$ cat src/rtl/ddsc_pkg.sv
// Shared types and constants for the dual DAC setpoint compensator.
// No dependencies; imported by every module of the block.
package ddsc_pkg;

  localparam int SetW  = 16;
  localparam int CompW = 17;
  localparam int CfgW  = 16;
  localparam int IdxW  = 3;

  // Configuration register indexes
  localparam logic [IdxW-1:0] RegCompDelay = 3'd0;
  localparam logic [IdxW-1:0] RegVoltThr   = 3'd1;
  localparam logic [IdxW-1:0] RegCurrThr   = 3'd2;
  localparam logic [IdxW-1:0] RegVoltGain  = 3'd3;
  localparam logic [IdxW-1:0] RegCurrGain  = 3'd4;

  // Configuration reset values
  localparam logic [CfgW-1:0] CompDelayRst = 16'd500;
  localparam logic [CfgW-1:0] VoltThrRst   = 16'd10;
  localparam logic [CfgW-1:0] CurrThrRst   = 16'd100;
  localparam logic [CfgW-1:0] VoltGainRst  = 16'd5591;
  localparam logic [CfgW-1:0] CurrGainRst  = 16'd3355;

  localparam logic [SetW-1:0] CountMax = 16'hFFFF;

  // Per-tick update from a channel controller to its DAC scaler
  typedef struct packed {
    logic                    rewrite;
    logic signed [CompW-1:0] comp;
  } chan_upd_t;

endpackage

$ cat src/rtl/ddsc_chan_ctrl.sv
// Compensation controller for one channel: pending flag, delay counter, capture.
// Depends on ddsc_pkg.
module ddsc_chan_ctrl
  import ddsc_pkg::*;
(
  input  logic                    clk,
  input  logic                    rst,
  input  logic                    step,
  input  logic                    req,
  input  logic                    enable,
  input  logic [SetW-1:0]         set_val,
  input  logic [SetW-1:0]         act_val,
  input  logic [CfgW-1:0]         delay,
  output chan_upd_t               upd,
  output logic signed [CompW-1:0] comp
);

  logic            pending;
  logic            pending_next;
  logic [SetW-1:0] count;
  logic [SetW-1:0] count_next;
  logic [SetW-1:0] bumped;
  logic            pend_req;

  // Count while pending and enabled; capture set minus actual at expiry
  always_comb begin
    pend_req     = pending | req;
    bumped       = (count == CountMax) ? count : count + 1'b1;
    pending_next = pend_req;
    count_next   = count;
    upd.rewrite  = 1'b0;
    upd.comp     = '0;
    if (pend_req && enable) begin
      if (bumped >= delay) begin
        pending_next = 1'b0;
        count_next   = '0;
        upd.rewrite  = 1'b1;
        upd.comp     = $signed({1'b0, set_val}) - $signed({1'b0, act_val});
      end else begin
        count_next = bumped;
        upd.comp   = comp;
      end
    end
  end

  // Advance channel state once per tick
  always_ff @(posedge clk) begin
    if (rst) begin
      pending <= 1'b0;
      count   <= '0;
      comp    <= '0;
    end else if (step) begin
      pending <= pending_next;
      count   <= count_next;
      comp    <= upd.comp;
    end
  end

endmodule

$ cat src/rtl/ddsc_dac_scale.sv
// DAC code generator for one channel: rewrite decision, clamp, Q4.12 scale.
// Depends on ddsc_pkg.
module ddsc_dac_scale
  import ddsc_pkg::*;
#(
  parameter int DAC_BITS = 12
) (
  input  logic                clk,
  input  logic                rst,
  input  logic                step,
  input  logic                floor_one,
  input  logic [SetW-1:0]     set_val,
  input  chan_upd_t           upd,
  input  logic [CfgW-1:0]     gain,
  input  logic [CfgW-1:0]     threshold,
  output logic [DAC_BITS-1:0] code,
  output logic                write,
  output logic                buffer_on
);

  localparam int SumW  = CompW + 1;
  localparam int ProdW = CompW + CfgW + 1;
  localparam int QW    = ProdW - 12;
  localparam logic [QW-1:0] MaxCode = QW'((1 << DAC_BITS) - 1);

  logic [SetW-1:0]         prev_set;
  logic                    write_next;
  logic signed [SumW-1:0]  sum;
  logic [CompW-1:0]        sum_clamped;
  logic [ProdW-1:0]        prod;
  logic [QW-1:0]           scaled;
  logic [DAC_BITS-1:0]     code_next;

  // Clamp the compensated setpoint, scale with round-half-up, limit to DAC range
  always_comb begin
    write_next = upd.rewrite || (set_val != prev_set);
    sum        = $signed({2'b00, set_val}) + $signed({upd.comp[CompW-1], upd.comp});
    if (floor_one && (sum < $signed(SumW'(1)))) begin
      sum_clamped = CompW'(1);
    end else if (sum < 0) begin
      sum_clamped = '0;
    end else begin
      sum_clamped = sum[CompW-1:0];
    end
    prod   = ProdW'(sum_clamped) * ProdW'(gain) + ProdW'(2048);
    scaled = prod[ProdW-1:12];
    if (scaled > MaxCode) begin
      code_next = DAC_BITS'(MaxCode);
    end else begin
      code_next = scaled[DAC_BITS-1:0];
    end
    if (floor_one && (code_next == '0)) begin
      code_next = DAC_BITS'(1);
    end
  end

  // Hold code and buffer enable until the next rewrite
  always_ff @(posedge clk) begin
    if (rst) begin
      prev_set  <= '0;
      code      <= DAC_BITS'(floor_one);
      buffer_on <= 1'b0;
      write     <= 1'b0;
    end else if (step) begin
      write <= write_next;
      if (write_next) begin
        prev_set  <= set_val;
        code      <= code_next;
        buffer_on <= (set_val >= threshold);
      end
    end
  end

endmodule

$ cat src/rtl/dual_dac_setpoint_compensator_core.sv
// Top level of the dual DAC setpoint compensator: handshakes, config, channels.
// Depends on ddsc_pkg, ddsc_chan_ctrl and ddsc_dac_scale.
//
// Each accepted input item is one control tick and yields exactly one result.
// An item is captured in an input register; when the result register is free or
// drained, the channel logic and the Q4.12 scaling multiply (one 17x16 product
// per channel) update the state and the result register, so a result passes the
// input register and then the result register, and one item is taken every cycle
// while the result side keeps up. Configuration writes are taken in any cycle
// (cfg_ready is always high) and must be issued only while the block is idle.
module dual_dac_setpoint_compensator_core
  import ddsc_pkg::*;
#(
  parameter int DAC_BITS = 12
) (
  input  logic                    clk,
  input  logic                    rst,
  // input items
  input  logic                    in_valid,
  output logic                    in_ready,
  input  logic [SetW-1:0]         set_voltage,
  input  logic [SetW-1:0]         meas_voltage,
  input  logic [SetW-1:0]         set_current,
  input  logic [SetW-1:0]         meas_current,
  input  logic                    volt_update_req,
  input  logic                    curr_update_req,
  input  logic                    cc_mode,
  // results
  output logic                    out_valid,
  input  logic                    out_ready,
  output logic [DAC_BITS-1:0]     volt_dac_code,
  output logic                    volt_dac_write,
  output logic                    volt_buffer_on,
  output logic [DAC_BITS-1:0]     curr_dac_code,
  output logic                    curr_dac_write,
  output logic                    curr_buffer_on,
  output logic signed [CompW-1:0] volt_comp_out,
  output logic signed [CompW-1:0] curr_comp_out,
  // configuration
  input  logic                    cfg_valid,
  output logic                    cfg_ready,
  input  logic [IdxW-1:0]         cfg_index,
  input  logic [CfgW-1:0]         cfg_data
);

  logic            s1_valid;
  logic [SetW-1:0] s1_set_v;
  logic [SetW-1:0] s1_act_v;
  logic [SetW-1:0] s1_set_i;
  logic [SetW-1:0] s1_act_i;
  logic            s1_vreq;
  logic            s1_ireq;
  logic            s1_cc;
  logic            advance;
  logic            step;

  logic [CfgW-1:0] comp_delay;
  logic [CfgW-1:0] volt_thr;
  logic [CfgW-1:0] curr_thr;
  logic [CfgW-1:0] volt_gain;
  logic [CfgW-1:0] curr_gain;

  chan_upd_t volt_upd;
  chan_upd_t curr_upd;

  // Pipeline flow: stage moves when the result register is free or drained
  assign advance   = !out_valid || out_ready;
  assign in_ready  = !s1_valid || advance;
  assign step      = s1_valid && advance;
  assign cfg_ready = 1'b1;

  // Configuration registers
  always_ff @(posedge clk) begin
    if (rst) begin
      comp_delay <= CompDelayRst;
      volt_thr   <= VoltThrRst;
      curr_thr   <= CurrThrRst;
      volt_gain  <= VoltGainRst;
      curr_gain  <= CurrGainRst;
    end else if (cfg_valid) begin
      case (cfg_index)
        RegCompDelay: comp_delay <= cfg_data;
        RegVoltThr:   volt_thr   <= cfg_data;
        RegCurrThr:   curr_thr   <= cfg_data;
        RegVoltGain:  volt_gain  <= cfg_data;
        RegCurrGain:  curr_gain  <= cfg_data;
        default: ;
      endcase
    end
  end

  // Input register: capture an item on each input transfer
  always_ff @(posedge clk) begin
    if (rst) begin
      s1_valid <= 1'b0;
    end else if (in_ready) begin
      s1_valid <= in_valid;
    end
  end

  always_ff @(posedge clk) begin
    if (in_valid && in_ready) begin
      s1_set_v <= set_voltage;
      s1_act_v <= meas_voltage;
      s1_set_i <= set_current;
      s1_act_i <= meas_current;
      s1_vreq  <= volt_update_req;
      s1_ireq  <= curr_update_req;
      s1_cc    <= cc_mode;
    end
  end

  // Result valid: load on each step, drop after an output transfer
  always_ff @(posedge clk) begin
    if (rst) begin
      out_valid <= 1'b0;
    end else if (advance) begin
      out_valid <= s1_valid;
    end
  end

  // Channel controllers; the current channel counts only in CC mode
  ddsc_chan_ctrl u_volt_ctrl (
    .clk     (clk),
    .rst     (rst),
    .step    (step),
    .req     (s1_vreq),
    .enable  (1'b1),
    .set_val (s1_set_v),
    .act_val (s1_act_v),
    .delay   (comp_delay),
    .upd     (volt_upd),
    .comp    (volt_comp_out)
  );

  ddsc_chan_ctrl u_curr_ctrl (
    .clk     (clk),
    .rst     (rst),
    .step    (step),
    .req     (s1_ireq),
    .enable  (s1_cc),
    .set_val (s1_set_i),
    .act_val (s1_act_i),
    .delay   (comp_delay),
    .upd     (curr_upd),
    .comp    (curr_comp_out)
  );

  // DAC scalers; the voltage code never drops below one
  ddsc_dac_scale #(.DAC_BITS(DAC_BITS)) u_volt_dac (
    .clk       (clk),
    .rst       (rst),
    .step      (step),
    .floor_one (1'b1),
    .set_val   (s1_set_v),
    .upd       (volt_upd),
    .gain      (volt_gain),
    .threshold (volt_thr),
    .code      (volt_dac_code),
    .write     (volt_dac_write),
    .buffer_on (volt_buffer_on)
  );

  ddsc_dac_scale #(.DAC_BITS(DAC_BITS)) u_curr_dac (
    .clk       (clk),
    .rst       (rst),
    .step      (step),
    .floor_one (1'b0),
    .set_val   (s1_set_i),
    .upd       (curr_upd),
    .gain      (curr_gain),
    .threshold (curr_thr),
    .code      (curr_dac_code),
    .write     (curr_dac_write),
    .buffer_on (curr_buffer_on)
  );

  // Voltage DAC code stays at or above one
  a_volt_code_nonzero: assert property (@(posedge clk) disable iff (rst)
    volt_dac_code != '0)
    else $error("voltage DAC code is zero");

  // An empty result register never blocks input
  a_ready_when_empty: assert property (@(posedge clk) disable iff (rst)
    !out_valid |-> in_ready)
    else $error("input stalled with result register empty");

  // A capture forces a voltage rewrite in the same result
  a_volt_force_write: assert property (@(posedge clk) disable iff (rst)
    (step && volt_upd.rewrite) |=> (volt_dac_write && out_valid))
    else $error("voltage capture without DAC rewrite");

  // A capture forces a current rewrite in the same result
  a_curr_force_write: assert property (@(posedge clk) disable iff (rst)
    (step && curr_upd.rewrite) |=> (curr_dac_write && out_valid))
    else $error("current capture without DAC rewrite");

endmodule

$ cat config.mk
export PLATFORM = sky130hd
export DESIGN_NAME = dual_dac_setpoint_compensator_core
export DESIGN_NICKNAME = d
export VERILOG_FILES = /design/src/rtl/ddsc_pkg.sv /design/src/rtl/ddsc_chan_ctrl.sv /design/src/rtl/ddsc_dac_scale.sv /design/src/rtl/dual_dac_setpoint_compensator_core.sv
export SDC_FILE = /design/constraint.sdc
export NUM_CORES = 2
export LEC_CHECK = 0
export BUFFER_PORTS_ARGS = -buffer_cell sky130_fd_sc_hd__buf_2
export CORE_ASPECT_RATIO = 1.2
export CORE_MARGIN = 2
export CORE_UTILIZATION = 55
export DETAILED_ROUTE_END_ITERATION = 16
export HOLD_SLACK_MARGIN = 0.02
export PLACE_DENSITY = 0.7
export SKIP_CTS_REPAIR_TIMING = 1
export SLEW_MARGIN = 20
export SYNTH_ARGS = -nofsm -noshare
export SYNTH_HDL_FRONTEND = slang
export SYNTH_SLANG_ARGS = --single-unit
$ cat constraint.sdc
create_clock -name clk -period 36.7 [get_ports clk]
set_input_delay 5.505 -clock clk [delete_from_list [all_inputs] [get_ports clk]]
set_output_delay 5.505 -clock clk [all_outputs]
set_load 0.03 [all_outputs]
* After elaboration in Yosys (flattened, before gate mapping) *
Cells that the tools add are included.

operators by class
  bitwise gates (word level) = 2
  add/subtract/negate cells = 8
  order comparisons = 9
  eq/ne operators = 8
  mux-type cells = 20
  multiply operators = 2
  reductions and logical operators = 20

operators by type and width
  cell                                                                                number
  17-bit 2-to-1 mux                                                                   5
  33-bit by 12-bit adder with 34-bit output (second input constant)                   2
  17-bit by 16-bit multiplier with 33-bit output                                      2
  16-bit greater-or-equal comparator                                                  4
  16-bit 2-to-1 mux                                                                   4
  22-bit by 12-bit greater-than comparator with 1-bit output (second input constant)  2
  17-bit by 17-bit adder with 18-bit output                                           2
  18-bit by 1-bit less-than comparator with 1-bit output (second input constant)      2
  12-bit 2-to-1 mux                                                                   3
  18-bit 2-to-1 mux                                                                   2
  16-bit by 16-bit subtractor with 17-bit output                                      2
  16-bit by 1-bit adder with 16-bit output (second input constant)                    2
  16-bit equality test (second input constant)                                        2
  16-bit != test                                                                      2
  18-bit by 2-bit less-than comparator with 1-bit output (second input constant)      1
  2-bit AND reduction                                                                 9
  12-bit logical NOT                                                                  1
  3-bit by 2-bit equality test with 1-bit output (second input constant)              2
  1-bit 2-to-1 mux                                                                    6
  1-bit logical OR                                                                    4
  3-bit by 1-bit equality test with 1-bit output (second input constant)              1
  3-bit equality test (second input constant)                                         1
  1-bit logical AND                                                                   3
  3-bit logical NOT                                                                   1
  other kinds (2)                                                                     4

storage, ports and cells
  input bits = 91
  output and inout port bits = 65
  logic and storage cells = 97
  register bits after elaboration = 277

* Depth between registers and ports, before layout *
  depth after elaboration = 15
  gate-level depth with buffers = 58
  depth with buffers taken out = 54

* Modules after synthesis *
Synthesis repeated with hierarchy kept, for this count alone.

second synthesis, totals
  cells, all modules = 4,184
  area total of the unflattened synthesis = 36,532.5 µm²

by module, submodules not included
  module                              area each (µm²)  sequential area each (µm²)  instances  cells an instance
  ddsc_dac_scale at u_curr_dac        12,414.4         610.6                       1          1,490
  ddsc_dac_scale at u_volt_dac        12,373.1         610.6                       1          1,457
  dual_dac_setpoint_compensator_core  5,283.8          3,653.5                     1          377
  ddsc_chan_ctrl at u_curr_ctrl       3,344.5          680.7                       1          460
  ddsc_chan_ctrl at u_volt_ctrl       3,116.7          680.7                       1          400

* Worst setup path before layout *
Ideal clock, no wire load.

  kind = register to register
  start = register u_volt_ctrl.count[3]
  end = register u_volt_dac.code[5]
  clock period less this slack = 12,745 ps
  setup slack = 23,955 ps
  data arrival time = 12,611 ps
  cell stages (with the launch flop) = 55
  path buffers = 4
  path through = dfxtp_1 nand3_1 nor2_1 nand4_1 nor2_1 and4_1 nand4_1 nand4_1 nor2_1 xor2_1 ha_1 nand4_1 nor3_1 a311oi_1 a41oi_1 clkbuf_1 a211oi_1 ha_1 [... 19 more ...] fa_1 inv_1 fa_1 inv_1 ha_1 clkbuf_1 and3_1 nand2_1 or3_1 nand3b_1 nor3_1 nor3_1 a211oi_1 o31a_1 o21ai_1 a2111oi_4 buf_4 a211oi_1

RTL lines
  element                 line                  source
  start, declared         ddsc_chan_ctrl.sv:20  logic [SetW-1:0] count;
  start signal, assigned  ddsc_chan_ctrl.sv:54  count <= count_next;
  end signal, assigned    ddsc_dac_scale.sv:61  code <= DAC_BITS'(floor_one);
  end signal, assigned    ddsc_dac_scale.sv:68  code <= code_next;
  end, declared           ddsc_dac_scale.sv:16  output logic [DAC_BITS-1:0] code,

==> reports/metrics.csv <==
stage,metric,value,unit
detailed_routing,routedWlPerCell,18.5,µm
grt,grt_pass1_vias,28900,
grt,grt_use_total,0.288,
synth,syn_avg_cell_area,8.49,µm²
setup_path,cp-end-kind,flip-flop,
placed_design,place.gp.congestion,0.965,
setup_path,reg2reg_depth,46,
setup_path,critPathLaunch,u_volt_ctrl.count[3],
synth,synth_edf_count,67,
detailed_routing,drt_pass1_iterations,5,
placed_design,dpl_cell_area,35900,µm²
setup_path,required,37140,ps
grt,grt_overflow,0,
setup_path,path_max_fanout,117,
power_and_ir_drop,p_leak,17.9,nW
detailed_routing,vias,28200,
power_and_ir_drop,max-vdd-ir-drop,0.0826,mV
timing,slew_violations,0,
power_and_ir_drop,total_power,2.60,mW
worst_hold_path,min_path_type,flip-flop to flip-flop,
job,maxCapViolations,0,
clock_network,insertion_delay,610,ps
die,row_count,100,
detailed_routing,via_per_inst,5.70,
timing,period_needed,14720,ps
final_layout,final_util,0.596,
setup_path,r2r-end,u_volt_dac.code[4],
synth,yosysTopAreaCell,fa_1,
final_layout,layout.nets,4974,
detailed_routing,wirelength,91.3,mm
timing,slew_headroom,0.197,
grt,grt_pass1_wl,150,mm
die,die_height,278,µm
final_layout,drive_gt1_frac,0.0684,
synth,seq_area_frac_synth,0.180,
final_layout,layout_common_cells,"611 x inv_1, 573 x nand2_1, 422 x fa_1, 364 x ha_1, 239 x a21oi_1",
setup_path,startpoint_type,flip-flop,
synth,yosysUniqueCellTypes,70,
timing,tightest_slew,1200,ps
final_layout,fin_area,37000,µm²
final_layout,syn2layout_area_growth,7.29,%
setup_path,critPathSlowestCell,buf_4,
clock_network,clockBufferDepth,3,
synth,ys_ff_latch,277,
power_and_ir_drop,p_per_area,70.2,nW/µm²
clock_network,clk_pin_slew,70,ps
timing,rsz0062_at_grt,no,
die,core_area,62100,µm²
timing,timing.fmax,67.9,MHz
synth,synthArstFlopShare,0,
die,io-pin-count,156,
synth,yosysWarnings,0,
clock_network,cts_max_level,1,
die,die_w,233,µm
synth,synth.top_cell.area_share,0.245,
detailed_routing,postRouteAntennaNets,0,
outcome,status,completed,
final_layout,layout_commonest_cell,inv_1,
placed_design,dp_hpwl,70.3,mm
timing,final_hold_viol_count,0,
timing,finalSetupViolations,0,
setup_path,slowest_delay,860,ps
timing,fin_tns_setup,0,ps
synth,synthFlopType,dfxtp_1,
detailed_routing,drc_errors,0,
detailed_routing,drt_iter0_drc,1745,
die,start_util,0.556,
synth,mappedNetlistArea,34500,µm²
die,die_area,64800,µm²
synth,synth.area.top_cells,"fa_1 24%, ha_1 13%, dfxtp_1 12%",
clock_network,cts_sinks,277,
clock_network,clockRootBuffer,clkbuf_16,
timing,skew,24.4,ps
grt,antenna_found_initial,4,
setup_path,r2r-start,u_volt_ctrl.count[3],
synth,synth_nets,4942,
placed_design,port-buffer-count,154,
timing,min_period_over_period,0.401,
clock_network,cts_tree,built,
synth,syn_inst,4065,
setup_path,worstSetupEndpoint,u_volt_dac.code[4],
setup_path,r2r_slack,21980,ps
grt,grt_max_degree,149,
setup_path,worstPathArrival,15170,ps
clock_network,numCtsBuffers,31,
setup_path,crit_type,flip-flop to flip-flop,
setup_path,cp_common_cell,fa_1,
per-layer routing:
| layer | global-route usage | vias to the layer above | part of all wire |
|---|---|---|---|
| li1 | - | 13300 | - |
| met1 | 0.369 | 13800 | 0.41 |
| met2 | 0.502 | 813 | 0.50 |
| met3 | 0.0355 | 182 | 0.056 |
| met4 | 0.0916 | 6 | 0.032 |
| met5 | 0 | - | 0.00049 |
critical path: cells and delay by family, from the launching register on:
family | cells | cell delay, ps
AOI/OAI and AO/OA | 17 | 5040
buffers and inverters | 5 | 1450
adders and majority gates | 9 | 4110
xor gates and xnor gates | 1 | 160
DFF | 1 | 410
and+or+nand+nor | 14 | 3330
cell usage after synthesis (80+ instances only):
cell type  number
a21oi_1       239
o21ai_0        82
fa_1          422
inv_1         611
dfxtp_1       210
clkbuf_1      169
and3_1        113
nand3_1        89
ha_1          364
and2_1        160
a21o_1         80
nor2_1        239
nand2_1       573
cell type report:
| type | count | area, µm² |
|---|---|---|
| repair buffers | 189 | 1040 |
| fillers | 5638 | 25000 |
| multi-input cells | 2987 | 25400 |
| flip-flops and latches | 277 | 6220 |
| inverters | 611 | 2290 |
| clock buffers | 45 | 891 |
| clock inverters | 12 | 144 |
| diodes | 1 | 2.50 |
| well taps | 816 | 1020 |
how the worst min path moves through the flow:
stage	cells past startpoint	endpoint	slack [ps]	start
CTS	2	curr_thr[12]	460	curr_thr[12]
finish	2	volt_thr[9]	450	volt_thr[9]
global placement	2	comp_delay[15]	440	comp_delay[15]
floorplan	2	comp_delay[10]	440	comp_delay[10]
detailed placement	2	curr_thr[12]	450	curr_thr[12]
global route	2	comp_delay[11]	470	comp_delay[11]
cell families (layout without fill, tap and decap cells):
logic type,after synthesis,after routing,synth area share
AO/OA/AOI/OAI,655,655,0.122
buffers and inverters,801,857,0.0874
multiplexers,51,51,0.0148
XOR/XNOR,128,128,0.0325
flip-flops,277,277,0.180
other,1,2,0.000109
adder cells (fa/ha/maj),786,786,0.377
AND/OR/NAND/NOR,1366,1366,0.186
stage by stage:
stage	hold WS [ps]	setup slack, ps	cells
after floorplan	436	23960	4065
after global placement	442	22700	4880
after detailed placement	447	22450	4880
after CTS	455	22400	4937
after global routing	475	20810	4938
final	454	21980	4938
registers in the layout, summed over array words and instances, names as in the netlist, 12 cells and up:
register	flops
u_volt_ctrl.count	16
u_curr_ctrl.comp	17
s1_act_i	16
curr_thr	16
u_volt_dac.prev_set	16
comp_delay	16
s1_set_i	16
curr_gain	16
volt_thr	16
u_curr_dac.code	12
volt_gain	16
u_volt_dac.code	12
s1_set_v	16
s1_act_v	16
u_curr_ctrl.count	16
u_volt_ctrl.comp	17
u_curr_dac.prev_set	16
where the power goes:
part | switching, mW | internal, mW
clock network | 0.136 | 0.184
logic | 1.20 | 0.736
registers | 0.0171 | 0.326
Power figures use the tool's default switching activity.
